--- config.mk ---
export PLATFORM = sky130hd
export DESIGN_NAME = murmur_hash_64a_stream
export DESIGN_NICKNAME = d
export VERILOG_FILES = /design/src/sv/mmh64_pkg.sv /design/src/sv/mmh64_datapath.sv /design/src/sv/mmh64_controller.sv /design/src/sv/murmur_hash_64a_stream.sv
export SDC_FILE = /design/constraint.sdc
export NUM_CORES = 2
export LEC_CHECK = 0
export BUFFER_PORTS_ARGS = -buffer_cell sky130_fd_sc_hd__clkbuf_2
export CAP_MARGIN = 20
export CORE_ASPECT_RATIO = 0.7
export CORE_MARGIN = 4
export CORE_UTILIZATION = 60
export DETAILED_ROUTE_END_ITERATION = 8
export GPL_TIMING_DRIVEN = 0
export PLACE_DENSITY = 0.78
export SYNTH_ARGS = -nofsm -noshare
export SYNTH_HDL_FRONTEND = slang
export SYNTH_SLANG_ARGS = --single-unit
--- constraint.sdc ---
create_clock -name i_clk -period 11.8 [get_ports i_clk]
set_input_delay 1.18 -clock i_clk [delete_from_list [all_inputs] [get_ports i_clk]]
set_output_delay 1.18 -clock i_clk [all_outputs]
set_load 0.02 [all_outputs]
--- src/sv/mmh64_pkg.sv ---
// Package for the MurmurHash2 64A stream block: widths, constants, control types.
// No dependencies; imported by every module of the block.
`default_nettype none

package mmh64_pkg;

    localparam int DATA_W    = 64;
    localparam int CNT_W     = 4;
    localparam int LEN_W     = 31;
    localparam int BYTES_W   = 32;
    localparam int S_TDATA_W = 104;
    localparam int M_TDATA_W = 64;

    localparam logic [DATA_W-1:0] MIX_MUL   = 64'hc6a4a7935bd1e995;
    localparam int                MIX_SHIFT = 47;

    localparam logic [CNT_W-1:0] CNT_FULL = 4'd8;

    typedef enum logic [3:0] {
        S_IDLE,
        S_LOAD,
        S_INIT_MUL,
        S_INIT_WAIT,
        S_DATA,
        S_W1_MUL,
        S_W1_WAIT,
        S_W2_MUL,
        S_W2_WAIT,
        S_W3_MUL,
        S_W3_WAIT,
        S_T_MUL,
        S_T_WAIT,
        S_F_MUL,
        S_F_WAIT,
        S_EMIT
    } t_state;

    typedef enum logic [2:0] {
        SRC_LEN,
        SRC_WORD,
        SRC_KMIX,
        SRC_HASH,
        SRC_FIN
    } t_mul_src;

    typedef enum logic [2:0] {
        WB_NONE,
        WB_INIT,
        WB_K,
        WB_HXOR,
        WB_HSET,
        WB_OUT
    } t_wb;

    typedef struct packed {
        logic     take;
        logic     data_step;
        logic     mul_start;
        t_mul_src mul_src;
        t_wb      wb;
    } t_dp_cmd;

    typedef struct packed {
        logic mul_done;
        logic first;
        logic last;
        logic cnt_full;
        logic cnt_tail;
        logic out_free;
    } t_dp_status;

endpackage

`default_nettype wire

--- src/sv/mmh64_datapath.sv ---
// Datapath of the hash stream block: hash state, input and output registers,
// and a shared multiplier by the mix constant. Depends on mmh64_pkg.
`default_nettype none

module mmh64_datapath
    import mmh64_pkg::*;
(
    input  wire logic               i_clk,
    input  wire logic               i_rst_n,
    input  wire logic               i_cfg_valid,
    input  wire logic [DATA_W-1:0]  i_cfg_data,
    input  wire logic [DATA_W-1:0]  i_data_word,
    input  wire logic [CNT_W-1:0]   i_byte_count,
    input  wire logic               i_first,
    input  wire logic               i_last,
    input  wire logic [LEN_W-1:0]   i_total_length,
    input  wire logic               i_out_ready,
    input  wire t_dp_cmd            i_cmd,
    output t_dp_status              o_status,
    output logic                    o_out_valid,
    output logic [DATA_W-1:0]       o_hash_value,
    output logic                    o_length_error
);

    logic [DATA_W-1:0]  r_seed;
    logic [DATA_W-1:0]  r_hash;
    logic [BYTES_W-1:0] r_bytes;
    logic [LEN_W-1:0]   r_exp;
    logic               r_fault;

    logic [DATA_W-1:0]  r_word;
    logic [CNT_W-1:0]   r_cnt;
    logic               r_first;
    logic               r_last;
    logic [LEN_W-1:0]   r_len;
    logic [DATA_W-1:0]  r_k;

    logic [DATA_W-1:0]  r_mop;
    logic [DATA_W-1:0]  r_prod;
    logic [DATA_W-1:0]  r_acc;
    logic [1:0]         r_mph;
    logic               r_mbusy;
    logic               r_mdone;

    logic               r_out_valid;
    logic [DATA_W-1:0]  r_out_hash;
    logic               r_out_err;

    logic [DATA_W-1:0]  mul_operand;
    logic [31:0]        mul_a;
    logic [31:0]        mul_b;
    logic [DATA_W-1:0]  mul_p;
    logic [DATA_W-1:0]  tail_word;
    logic               cnt_tail;
    logic               out_free;

    assign cnt_tail = (r_cnt != '0) && (r_cnt < CNT_FULL);
    assign out_free = !r_out_valid || i_out_ready;

    always_comb begin
        for (int b = 0; b < 8; b++) begin
            tail_word[8*b +: 8] = (4'(b) < r_cnt) ? r_word[8*b +: 8] : 8'd0;
        end
    end

    always_comb begin
        case (i_cmd.mul_src)
            SRC_LEN:  mul_operand = {{(DATA_W-LEN_W){1'b0}}, r_len};
            SRC_WORD: mul_operand = r_word;
            SRC_KMIX: mul_operand = r_k ^ (r_k >> MIX_SHIFT);
            SRC_HASH: mul_operand = r_hash;
            SRC_FIN:  mul_operand = r_hash ^ (r_hash >> MIX_SHIFT);
            default:  mul_operand = r_hash;
        endcase
    end

    // Low 64 bits of operand times constant from three 32x32 partial products.
    assign mul_a = (r_mph == 2'd1) ? r_mop[63:32] : r_mop[31:0];
    assign mul_b = (r_mph == 2'd2) ? MIX_MUL[63:32] : MIX_MUL[31:0];
    assign mul_p = DATA_W'(mul_a) * DATA_W'(mul_b);

    always_ff @(posedge i_clk) begin
        if (!i_rst_n) begin
            r_mbusy <= 1'b0;
            r_mdone <= 1'b0;
            r_mph   <= 2'd0;
        end else begin
            r_mdone <= r_mbusy && (r_mph == 2'd3);
            if (i_cmd.mul_start) begin
                r_mbusy <= 1'b1;
                r_mph   <= 2'd0;
            end else if (r_mbusy) begin
                r_mph <= r_mph + 2'd1;
                if (r_mph == 2'd3) begin
                    r_mbusy <= 1'b0;
                end
            end
        end
    end

    always_ff @(posedge i_clk) begin
        if (i_cmd.mul_start) begin
            r_mop <= mul_operand;
        end
        if (r_mbusy) begin
            case (r_mph)
                2'd0: begin
                    r_prod <= mul_p;
                end
                2'd1: begin
                    r_acc  <= r_prod;
                    r_prod <= mul_p;
                end
                default: begin
                    r_acc  <= r_acc + {r_prod[31:0], 32'd0};
                    r_prod <= mul_p;
                end
            endcase
        end
    end

    always_ff @(posedge i_clk) begin
        if (i_cmd.take) begin
            r_word  <= i_data_word;
            r_cnt   <= i_byte_count;
            r_first <= i_first;
            r_last  <= i_last;
            r_len   <= i_total_length;
        end
        if (i_cmd.wb == WB_K) begin
            r_k <= r_acc;
        end
    end

    always_ff @(posedge i_clk) begin
        if (!i_rst_n) begin
            r_seed  <= '0;
            r_hash  <= '0;
            r_bytes <= '0;
            r_exp   <= '0;
            r_fault <= 1'b0;
        end else begin
            if (i_cfg_valid) begin
                r_seed <= i_cfg_data;
            end
            if (i_cmd.data_step) begin
                if ((r_cnt > CNT_FULL) || ((r_cnt < CNT_FULL) && !r_last)) begin
                    r_fault <= 1'b1;
                end
                if (cnt_tail) begin
                    r_hash <= r_hash ^ tail_word;
                end
            end
            case (i_cmd.wb)
                WB_INIT: begin
                    r_hash  <= r_seed ^ r_acc;
                    r_bytes <= '0;
                    r_fault <= 1'b0;
                    r_exp   <= r_len;
                end
                WB_HXOR: begin
                    r_hash <= r_hash ^ r_acc;
                end
                WB_HSET: begin
                    r_hash  <= r_acc;
                    r_bytes <= r_bytes + BYTES_W'(r_cnt);
                end
                default: begin
                end
            endcase
        end
    end

    always_ff @(posedge i_clk) begin
        if (!i_rst_n) begin
            r_out_valid <= 1'b0;
        end else if (i_cmd.wb == WB_OUT) begin
            r_out_valid <= 1'b1;
        end else if (i_out_ready) begin
            r_out_valid <= 1'b0;
        end
    end

    always_ff @(posedge i_clk) begin
        if (i_cmd.wb == WB_OUT) begin
            r_out_hash <= r_acc ^ (r_acc >> MIX_SHIFT);
            r_out_err  <= r_fault || (r_bytes != {1'b0, r_exp});
        end
    end

    always_comb begin
        o_status.mul_done = r_mdone;
        o_status.first    = r_first;
        o_status.last     = r_last;
        o_status.cnt_full = (r_cnt == CNT_FULL);
        o_status.cnt_tail = cnt_tail;
        o_status.out_free = out_free;
    end

    assign o_out_valid    = r_out_valid;
    assign o_hash_value   = r_out_hash;
    assign o_length_error = r_out_err;

endmodule

`default_nettype wire

--- src/sv/mmh64_controller.sv ---
// Controller of the hash stream block: sequences loading, word mixing, tail
// folding and finalization on the datapath. Depends on mmh64_pkg.
`default_nettype none

module mmh64_controller
    import mmh64_pkg::*;
(
    input  wire logic       i_clk,
    input  wire logic       i_rst_n,
    input  wire logic       i_in_valid,
    input  wire t_dp_status i_status,
    output logic            o_in_ready,
    output t_dp_cmd         o_cmd
);

    t_state r_state;
    t_state n_state;

    always_ff @(posedge i_clk) begin
        if (!i_rst_n) begin
            r_state <= S_IDLE;
        end else begin
            r_state <= n_state;
        end
    end

    always_comb begin
        n_state = r_state;
        unique case (r_state)
            S_IDLE: begin
                if (i_in_valid) begin
                    n_state = S_LOAD;
                end
            end
            S_LOAD: begin
                n_state = i_status.first ? S_INIT_MUL : S_DATA;
            end
            S_INIT_MUL: n_state = S_INIT_WAIT;
            S_INIT_WAIT: begin
                if (i_status.mul_done) begin
                    n_state = S_DATA;
                end
            end
            S_DATA: begin
                if (i_status.cnt_full) begin
                    n_state = S_W1_MUL;
                end else if (i_status.cnt_tail) begin
                    n_state = S_T_MUL;
                end else begin
                    n_state = i_status.last ? S_F_MUL : S_IDLE;
                end
            end
            S_W1_MUL: n_state = S_W1_WAIT;
            S_W1_WAIT: begin
                if (i_status.mul_done) begin
                    n_state = S_W2_MUL;
                end
            end
            S_W2_MUL: n_state = S_W2_WAIT;
            S_W2_WAIT: begin
                if (i_status.mul_done) begin
                    n_state = S_W3_MUL;
                end
            end
            S_W3_MUL: n_state = S_W3_WAIT;
            S_W3_WAIT: begin
                if (i_status.mul_done) begin
                    n_state = i_status.last ? S_F_MUL : S_IDLE;
                end
            end
            S_T_MUL: n_state = S_T_WAIT;
            S_T_WAIT: begin
                if (i_status.mul_done) begin
                    n_state = i_status.last ? S_F_MUL : S_IDLE;
                end
            end
            S_F_MUL: n_state = S_F_WAIT;
            S_F_WAIT: begin
                if (i_status.mul_done) begin
                    n_state = S_EMIT;
                end
            end
            S_EMIT: begin
                if (i_status.out_free) begin
                    n_state = S_IDLE;
                end
            end
            default: n_state = S_IDLE;
        endcase
    end

    always_comb begin
        o_in_ready        = 1'b0;
        o_cmd.take        = 1'b0;
        o_cmd.data_step   = 1'b0;
        o_cmd.mul_start   = 1'b0;
        o_cmd.mul_src     = SRC_HASH;
        o_cmd.wb          = WB_NONE;
        unique case (r_state)
            S_IDLE: begin
                o_in_ready = 1'b1;
                o_cmd.take = i_in_valid;
            end
            S_LOAD: begin
            end
            S_INIT_MUL: begin
                o_cmd.mul_start = 1'b1;
                o_cmd.mul_src   = SRC_LEN;
            end
            S_INIT_WAIT: o_cmd.wb = i_status.mul_done ? WB_INIT : WB_NONE;
            S_DATA:      o_cmd.data_step = 1'b1;
            S_W1_MUL: begin
                o_cmd.mul_start = 1'b1;
                o_cmd.mul_src   = SRC_WORD;
            end
            S_W1_WAIT: o_cmd.wb = i_status.mul_done ? WB_K : WB_NONE;
            S_W2_MUL: begin
                o_cmd.mul_start = 1'b1;
                o_cmd.mul_src   = SRC_KMIX;
            end
            S_W2_WAIT: o_cmd.wb = i_status.mul_done ? WB_HXOR : WB_NONE;
            S_W3_MUL, S_T_MUL: begin
                o_cmd.mul_start = 1'b1;
                o_cmd.mul_src   = SRC_HASH;
            end
            S_W3_WAIT, S_T_WAIT: o_cmd.wb = i_status.mul_done ? WB_HSET : WB_NONE;
            S_F_MUL: begin
                o_cmd.mul_start = 1'b1;
                o_cmd.mul_src   = SRC_FIN;
            end
            S_F_WAIT: begin
            end
            S_EMIT: o_cmd.wb = i_status.out_free ? WB_OUT : WB_NONE;
            default: begin
            end
        endcase
    end

endmodule

`default_nettype wire

--- src/sv/murmur_hash_64a_stream.sv ---
// Top level of the MurmurHash2 64A stream block: ports, field packing and the
// controller and datapath instances. Depends on mmh64_pkg and both submodules.
//
//   Channel   Direction  Carries
//   s_axis    in         message words, byte counts, first flag, last flag, length
//   m_axis    out        finalized hash and length error flag
//   cfg       in         seed register writes
//
// Each item is loaded and stepped through its data state; a first item adds one
// 64-bit multiply, a full word three, a tail one, and a last item one to finalize.
// All multiplies share one 32x32 multiplier that forms three partial products.
// Reset clears the hash state, the seed and the output valid; no clearing pass.
// A waiting result does not block input; a finalized hash waits while the
// output register is still full.
`default_nettype none

module murmur_hash_64a_stream
    import mmh64_pkg::*;
(
    input  wire logic                 i_clk,
    input  wire logic                 i_rst_n,
    input  wire logic                 s_axis_tvalid,
    output logic                      s_axis_tready,
    // data_word[63:0], byte_count[67:64], total_length[98:68], zero fill
    input  wire logic [S_TDATA_W-1:0] s_axis_tdata,
    // first[0]
    input  wire logic                 s_axis_tuser,
    input  wire logic                 s_axis_tlast,
    output logic                      m_axis_tvalid,
    input  wire logic                 m_axis_tready,
    // hash_value[63:0]
    output logic [M_TDATA_W-1:0]      m_axis_tdata,
    // length_error[0]
    output logic                      m_axis_tuser,
    input  wire logic                 i_cfg_valid,
    output logic                      o_cfg_ready,
    input  wire logic [DATA_W-1:0]    i_cfg_data
);

    t_dp_cmd    cmd;
    t_dp_status status;

    assign o_cfg_ready = 1'b1;

    mmh64_controller u_ctrl (
        .i_clk      (i_clk),
        .i_rst_n    (i_rst_n),
        .i_in_valid (s_axis_tvalid),
        .i_status   (status),
        .o_in_ready (s_axis_tready),
        .o_cmd      (cmd)
    );

    mmh64_datapath u_dp (
        .i_clk          (i_clk),
        .i_rst_n        (i_rst_n),
        .i_cfg_valid    (i_cfg_valid),
        .i_cfg_data     (i_cfg_data),
        .i_data_word    (s_axis_tdata[DATA_W-1:0]),
        .i_byte_count   (s_axis_tdata[DATA_W +: CNT_W]),
        .i_first        (s_axis_tuser),
        .i_last         (s_axis_tlast),
        .i_total_length (s_axis_tdata[DATA_W+CNT_W +: LEN_W]),
        .i_out_ready    (m_axis_tready),
        .i_cmd          (cmd),
        .o_status       (status),
        .o_out_valid    (m_axis_tvalid),
        .o_hash_value   (m_axis_tdata),
        .o_length_error (m_axis_tuser)
    );

endmodule

`default_nettype wire

* Yosys cells after proc, flatten, opt, wreduce, memory -nomap -nowiden
Index checks and enable logic that the tools add are counted.
Word-level totals: memories 0, flip-flop bits (word level) 623, latch bits 0, ROM bits 0, RAM bits 0, output and inout port bits 68
Operators by class: shift operators 0, bitwise logic cells 8, muxes and demuxes 43, $mul 1, reduce and logical (&&, ||, !) cells 24, div/mod/pow operators 0, equality and inequality tests 35, magnitude comparators 10, $add $sub $neg 3
Operators by type and width (count):
- case mux 64 bit (4 select lines) | 1
- case mux 64 bit (3 select lines) | 1
- XOR 64 x 17 -> 64 bit | 3
- XOR 64 bit | 3
- two-way mux 64 bit | 2
- case mux 64 bit (2 select lines) | 1
- adder 64 bit | 1
- multiplier 32 x 32 -> 64 bit | 1
- two-way mux 32 bit | 2
- two-way mux 8 bit | 8
- case mux 32 bit (2 select lines) | 1
- case mux 4 bit (15 select lines) | 1
- two-way mux 4 bit | 10
- equality test 4 bit (second input constant) | 9
- adder 32 x 4 -> 32 bit | 1
- inequality test 32 x 31 -> 1 bit | 1
- case mux 4 bit (5 select lines) | 1
- equality test 4 x 3 -> 1 bit (second input constant) | 4
- < comparator 3 x 4 -> 1 bit (first input constant) | 4
- case mux 3 bit (5 select lines) | 1
- inequality test 2 x 1 -> 1 bit (second input constant) | 6
- nonzero test 4 bit | 3
- equality test 3 x 2 -> 1 bit (second input constant) | 3
- equality test 3 bit (second input constant) | 3
- other kinds (25) | 53

* Logic depth before layout (Yosys ltp)
word-level depth 7, mapped depth 34, depth with buffers taken out 31

* Hierarchy
A second synthesis with hierarchy kept.
Unflattened totals: cell total of the unflattened synthesis 5136, area, all modules 53278.6 um^2
By module, submodules not included:
- mmh64_datapath | times used 1, seq. area each 16615.9 um^2, cells each 5036, area an instance 52582.9 um^2
- mmh64_controller | times used 1, seq. area each 80.1 um^2, cells each 98, area an instance 684.4 um^2
- murmur_hash_64a_stream | times used 1, seq. area each 0.0 um^2, cells each 2, area an instance 11.3 um^2

* Least setup slack after synthesis
No wires, ideal clock.
kind reg-to-reg, start reg u_dp.r_mph[1], end reg u_dp.r_prod[55] (data pin), data required time 11.610 ns, period minus slack after synthesis 8.806 ns, slack 2.994 ns, library setup time 0.190 ns, buffers on the path 3, stages on the path, launching flop included 32, arrival 8.616 ns, path through dfxtp_1 inv_1 ha_1 clkbuf_1 clkbuf_1 mux2i_1 inv_1 nand2_1 inv_1 fa_1 inv_1 fa_1 fa_1 fa_1 inv_1 fa_1 fa_1 fa_1 inv_1 fa_1 inv_1 ha_1 clkbuf_1 a21oi_1 o21bai_1 a21oi_1 o21ai_0 a211oi_1 o21ai_4 a21o_4 o211a_1 a2111oi_2
On the way: word-level cells in the longest chain between the ends 3
RTL lines:
- from (decl) | line mmh64_datapath.sv:41 | logic [1:0] r_mph;
- from (signal assigned) | line mmh64_datapath.sv:93 | r_mph <= r_mph + 2'd1;
- equality test 2 x 1 -> 1 bit / equality test 2 bit (equally long branches) | line mmh64_datapath.sv:78, mmh64_datapath.sv:79
- two-way mux 32 bit (on tied branches) | line mmh64_datapath.sv:78, mmh64_datapath.sv:79
- multiplier 32 x 32 -> 64 bit (*) | line mmh64_datapath.sv:80 | assign mul_p = DATA_W'(mul_a) * DATA_W'(mul_b);
- net u_dp.mul_p[55] | line mmh64_datapath.sv:52 | logic [DATA_W-1:0] mul_p;
- to (signal assigned) | line mmh64_datapath.sv:108 | r_prod <= mul_p;
- to (signal assigned) | line mmh64_datapath.sv:112 | r_prod <= mul_p;
- to (signal assigned) | line mmh64_datapath.sv:116 | r_prod <= mul_p;
- to (decl) | line mmh64_datapath.sv:39 | logic [DATA_W-1:0] r_prod;
The timed path passes the listed nets; every way through them passes the cells marked *. A chain may end at the register's enable or synchronous reset.

* Worst setup path after layout
start reg u_dp.r_mph[0], end reg u_dp.r_prod[62] (data pin)
The elaborated chain is that of the path after synthesis.

==> results.cfg <==
[grt]
grt_max_degree = 71
grt_overflow = 0
grt_pass1_wl_um = 269000
grt.total_usage_pct = 40.0
antenna_found_initial = 10
grt_pass1_vias = 39400

[floorplan]
core-area_mm2 = 0.0865
pin_count = 243
die_area_mm2 = 0.0924
start_util_pct = 60.8
die_height_um = 256
die_w_um = 362
rows = 90

[cells_and_area]
area_growth_pct = 8.90
utilization_pct = 66.2
design_area_mm2 = 0.0572
post_route_cells_drive_above_1_share_pct = 7.63
layout.nets = 6508

[synthesis]
async_flop_share_pct = 0
ys_warn_count = 0
synth_top_area_share_pct = 24.1
syn_area_mm2 = 0.0525
synth_edf_count = 422
ys_ff_latch = 623
synth_most_common_cell = inv_1
synth_common_cells = inv_1, fa_1, ha_1
synth_flop_cell = edfxtp_1
seq_area_frac_synth_pct = 31.8
synth_top_cell_by_area = edfxtp_1
synth_cells = 4973
yosys.cell_types.count = 87
synthTopCellsByArea = edfxtp_1, fa_1, ha_1, dfxtp_1, inv_1
avgSynthCellArea_um2 = 10.6

[route]
top_layer = met5
route.layer.met1.wl_um = 77900
num_vias = 41100
wirelength_um = 187000
route.met2.wl_um = 68300
drt_iter0_drc = 6592
drcViolationCount = 4
dr.pass1.iters = 9
wl_per_cell_um = 28.9
ant_nets = 0
dr_wl_met3_um = 35000
viasPerCell = 6.35

[placed_design]
dpl_cell_area_mm2 = 0.0553
place.gp.congestion = 1.05
io_buffer_count = 234
post-dp-hpwl_um = 154000

[setup_path]
crit_arrival_ns = 11.67
path_class = flip-flop to flip-flop
cp-end-kind = flip-flop
crit_fanout = 10
r2r_slack_ns = 0.45
start_kind = flip-flop
worstPathRequired_ns = 12.13

[sta]
max-slew-margin-rel_pct = -4.75
period_needed_ns = 11.35
setup_tns_ns = 0
post-route-period-util_pct = 96.1
worstMarginPinSlew_ns = 1.57
slew_viol_final = 1
clock_skew_ns = 0.0204
rsz0062_at_grt = false
report.final.hold_viol_count = 0
whs_ns = 0.480
fmax_mhz = 88.1
finalSetupViolCount = 0

[clock_network]
clk_pin_slew_ns = 0.07
cts.sinks = 623
cts_buffers = 51
insertion_delay_ns = 0.60
root_buffer = clkbuf_16
cts.htree.levels = 2
cts_setup_buffers = 0
tritoncts = built
hold_buffers = 0
clockBufferDepth = 3

[flow_run]
max_cap_viol_count = 0

[status]
violations = design-rule violations, max-slew violations
status = complete, but fails checks

[hold_path]
hold_class = flip-flop to flip-flop
[critical path, stage by stage (launching register included)]
cell	delay [ns]
dfxtp_1	0.37
inv_1	0.13
ha_1	0.15
clkbuf_1	0.38
clkbuf_1	0.77
clkbuf_1	0.97
nand2_1	0.51
inv_1	0.46
fa_1	0.53
fa_1	0.65
inv_1	0.09
fa_1	0.61
fa_1	0.47
fa_1	0.54
inv_1	0.05
fa_1	0.45
fa_1	0.57
fa_1	0.49
ha_1	0.29
buf_2	0.18
a21oi_1	0.15
nor2b_1	0.07
a2111oi_0	0.42
o21a_1	0.33
a2bb2oi_1	0.47
a31oi_1	0.35
a2111oi_0	0.47
a311oi_1	0.12
[path summary, 6_finish.rpt]
path                            endpoint                   startpoint  cells past startpoint
min reg2reg  u_dp.r_exp[13]$_SDFFE_PN0P_  u_dp.r_exp[13]$_SDFFE_PN0P_                      2
min          u_dp.r_exp[13]$_SDFFE_PN0P_  u_dp.r_exp[13]$_SDFFE_PN0P_                      2
max            u_dp.r_prod[62]$_DFFE_PP_   u_dp.r_mph[0]$_SDFFE_PP0P_                     27
max reg2reg    u_dp.r_prod[62]$_DFFE_PP_   u_dp.r_mph[0]$_SDFFE_PP0P_                     27
[metrics by stage]
stage,instances,setup WS [ns]
2_1_floorplan,4974,2.99
3_3_place_gp,6358,0.266
3_5_place_dp,6368,0.203
4_1_cts,6461,0.122
5_1_grt,6461,0.0868
6_report,6466,0.455
[routing by layer]
metal,vias to the layer above,GRT usage [%]
li1,17300,-
met1,20300,61.4
met2,3156,49.3
met3,354,20.4
met4,10,9.28
met5,-,1.65
[cell type report]
type	instances	area, um2
antenna	6	15.0
fill	6902	29300
clock inverter	34	531
inverter	889	3340
clock buffer	59	1320
sequential	623	16700
buffer	202	781
tap	1150	1440
timing repair buffer	244	1330
multi-input combinational	3259	31800
[cells in the final DEF, fill, tap and decap left out, types with 16 or more instances in the layout]
cell type  count
nand4_1       32
nand2b_1      17
clkbuf_2     239
o21bai_1      18
clkbuf_1     182
a222oi_1      53
nand3_1       45
and2_1        73
nor3_1        57
and3_1        61
edfxtp_1     422
mux2i_1       99
xor2_1        85
xnor2_1       89
dfxtp_1      200
ha_1         436
o211ai_1      88
a21o_1        58
nand2_1      387
nor2_1       139
inv_1        888
nor2b_1       83
a21boi_0     104
a22oi_1       32
a21oi_1      202
or2_2         16
o21ai_0      206
nand3b_1      40
clkbuf_16     51
o311ai_0      40
fa_1         627
[kinds of logic after synthesis]
family,after synthesis,share of synthesized area (%)
DFF,623,31.8
other,2,0.0143
xor gates and xnor gates,174,2.90
adders and majority gates,1065,34.3
muxes,116,2.25
AOI/OAI and AO/OA,905,11.6
and+or+nand+nor,996,9.30
buffers and inverters,1092,7.84
[sequential cells by signal, summed over array words and instances, names as in the netlist, 31 cells and up]
signal / count
u_dp.r_word: 64
u_dp.r_seed: 64
u_dp.o_hash_value: 64
u_dp.r_mop: 64
u_dp.r_bytes: 32
u_dp.r_hash: 64
u_dp.r_acc: 64
u_dp.r_len: 31
u_dp.r_exp: 31
u_dp.r_prod: 64
u_dp.r_k: 64
[what timing repair did]
action / CTS / global route
resized for setup: 0 / 9
setup endpoints to repair: 0 / 7
endpoints found under the hold margin: 0 / 0
Power is not shown: default switching activity piles up to over one toggle a cycle in this logic, so the estimate is an artifact.
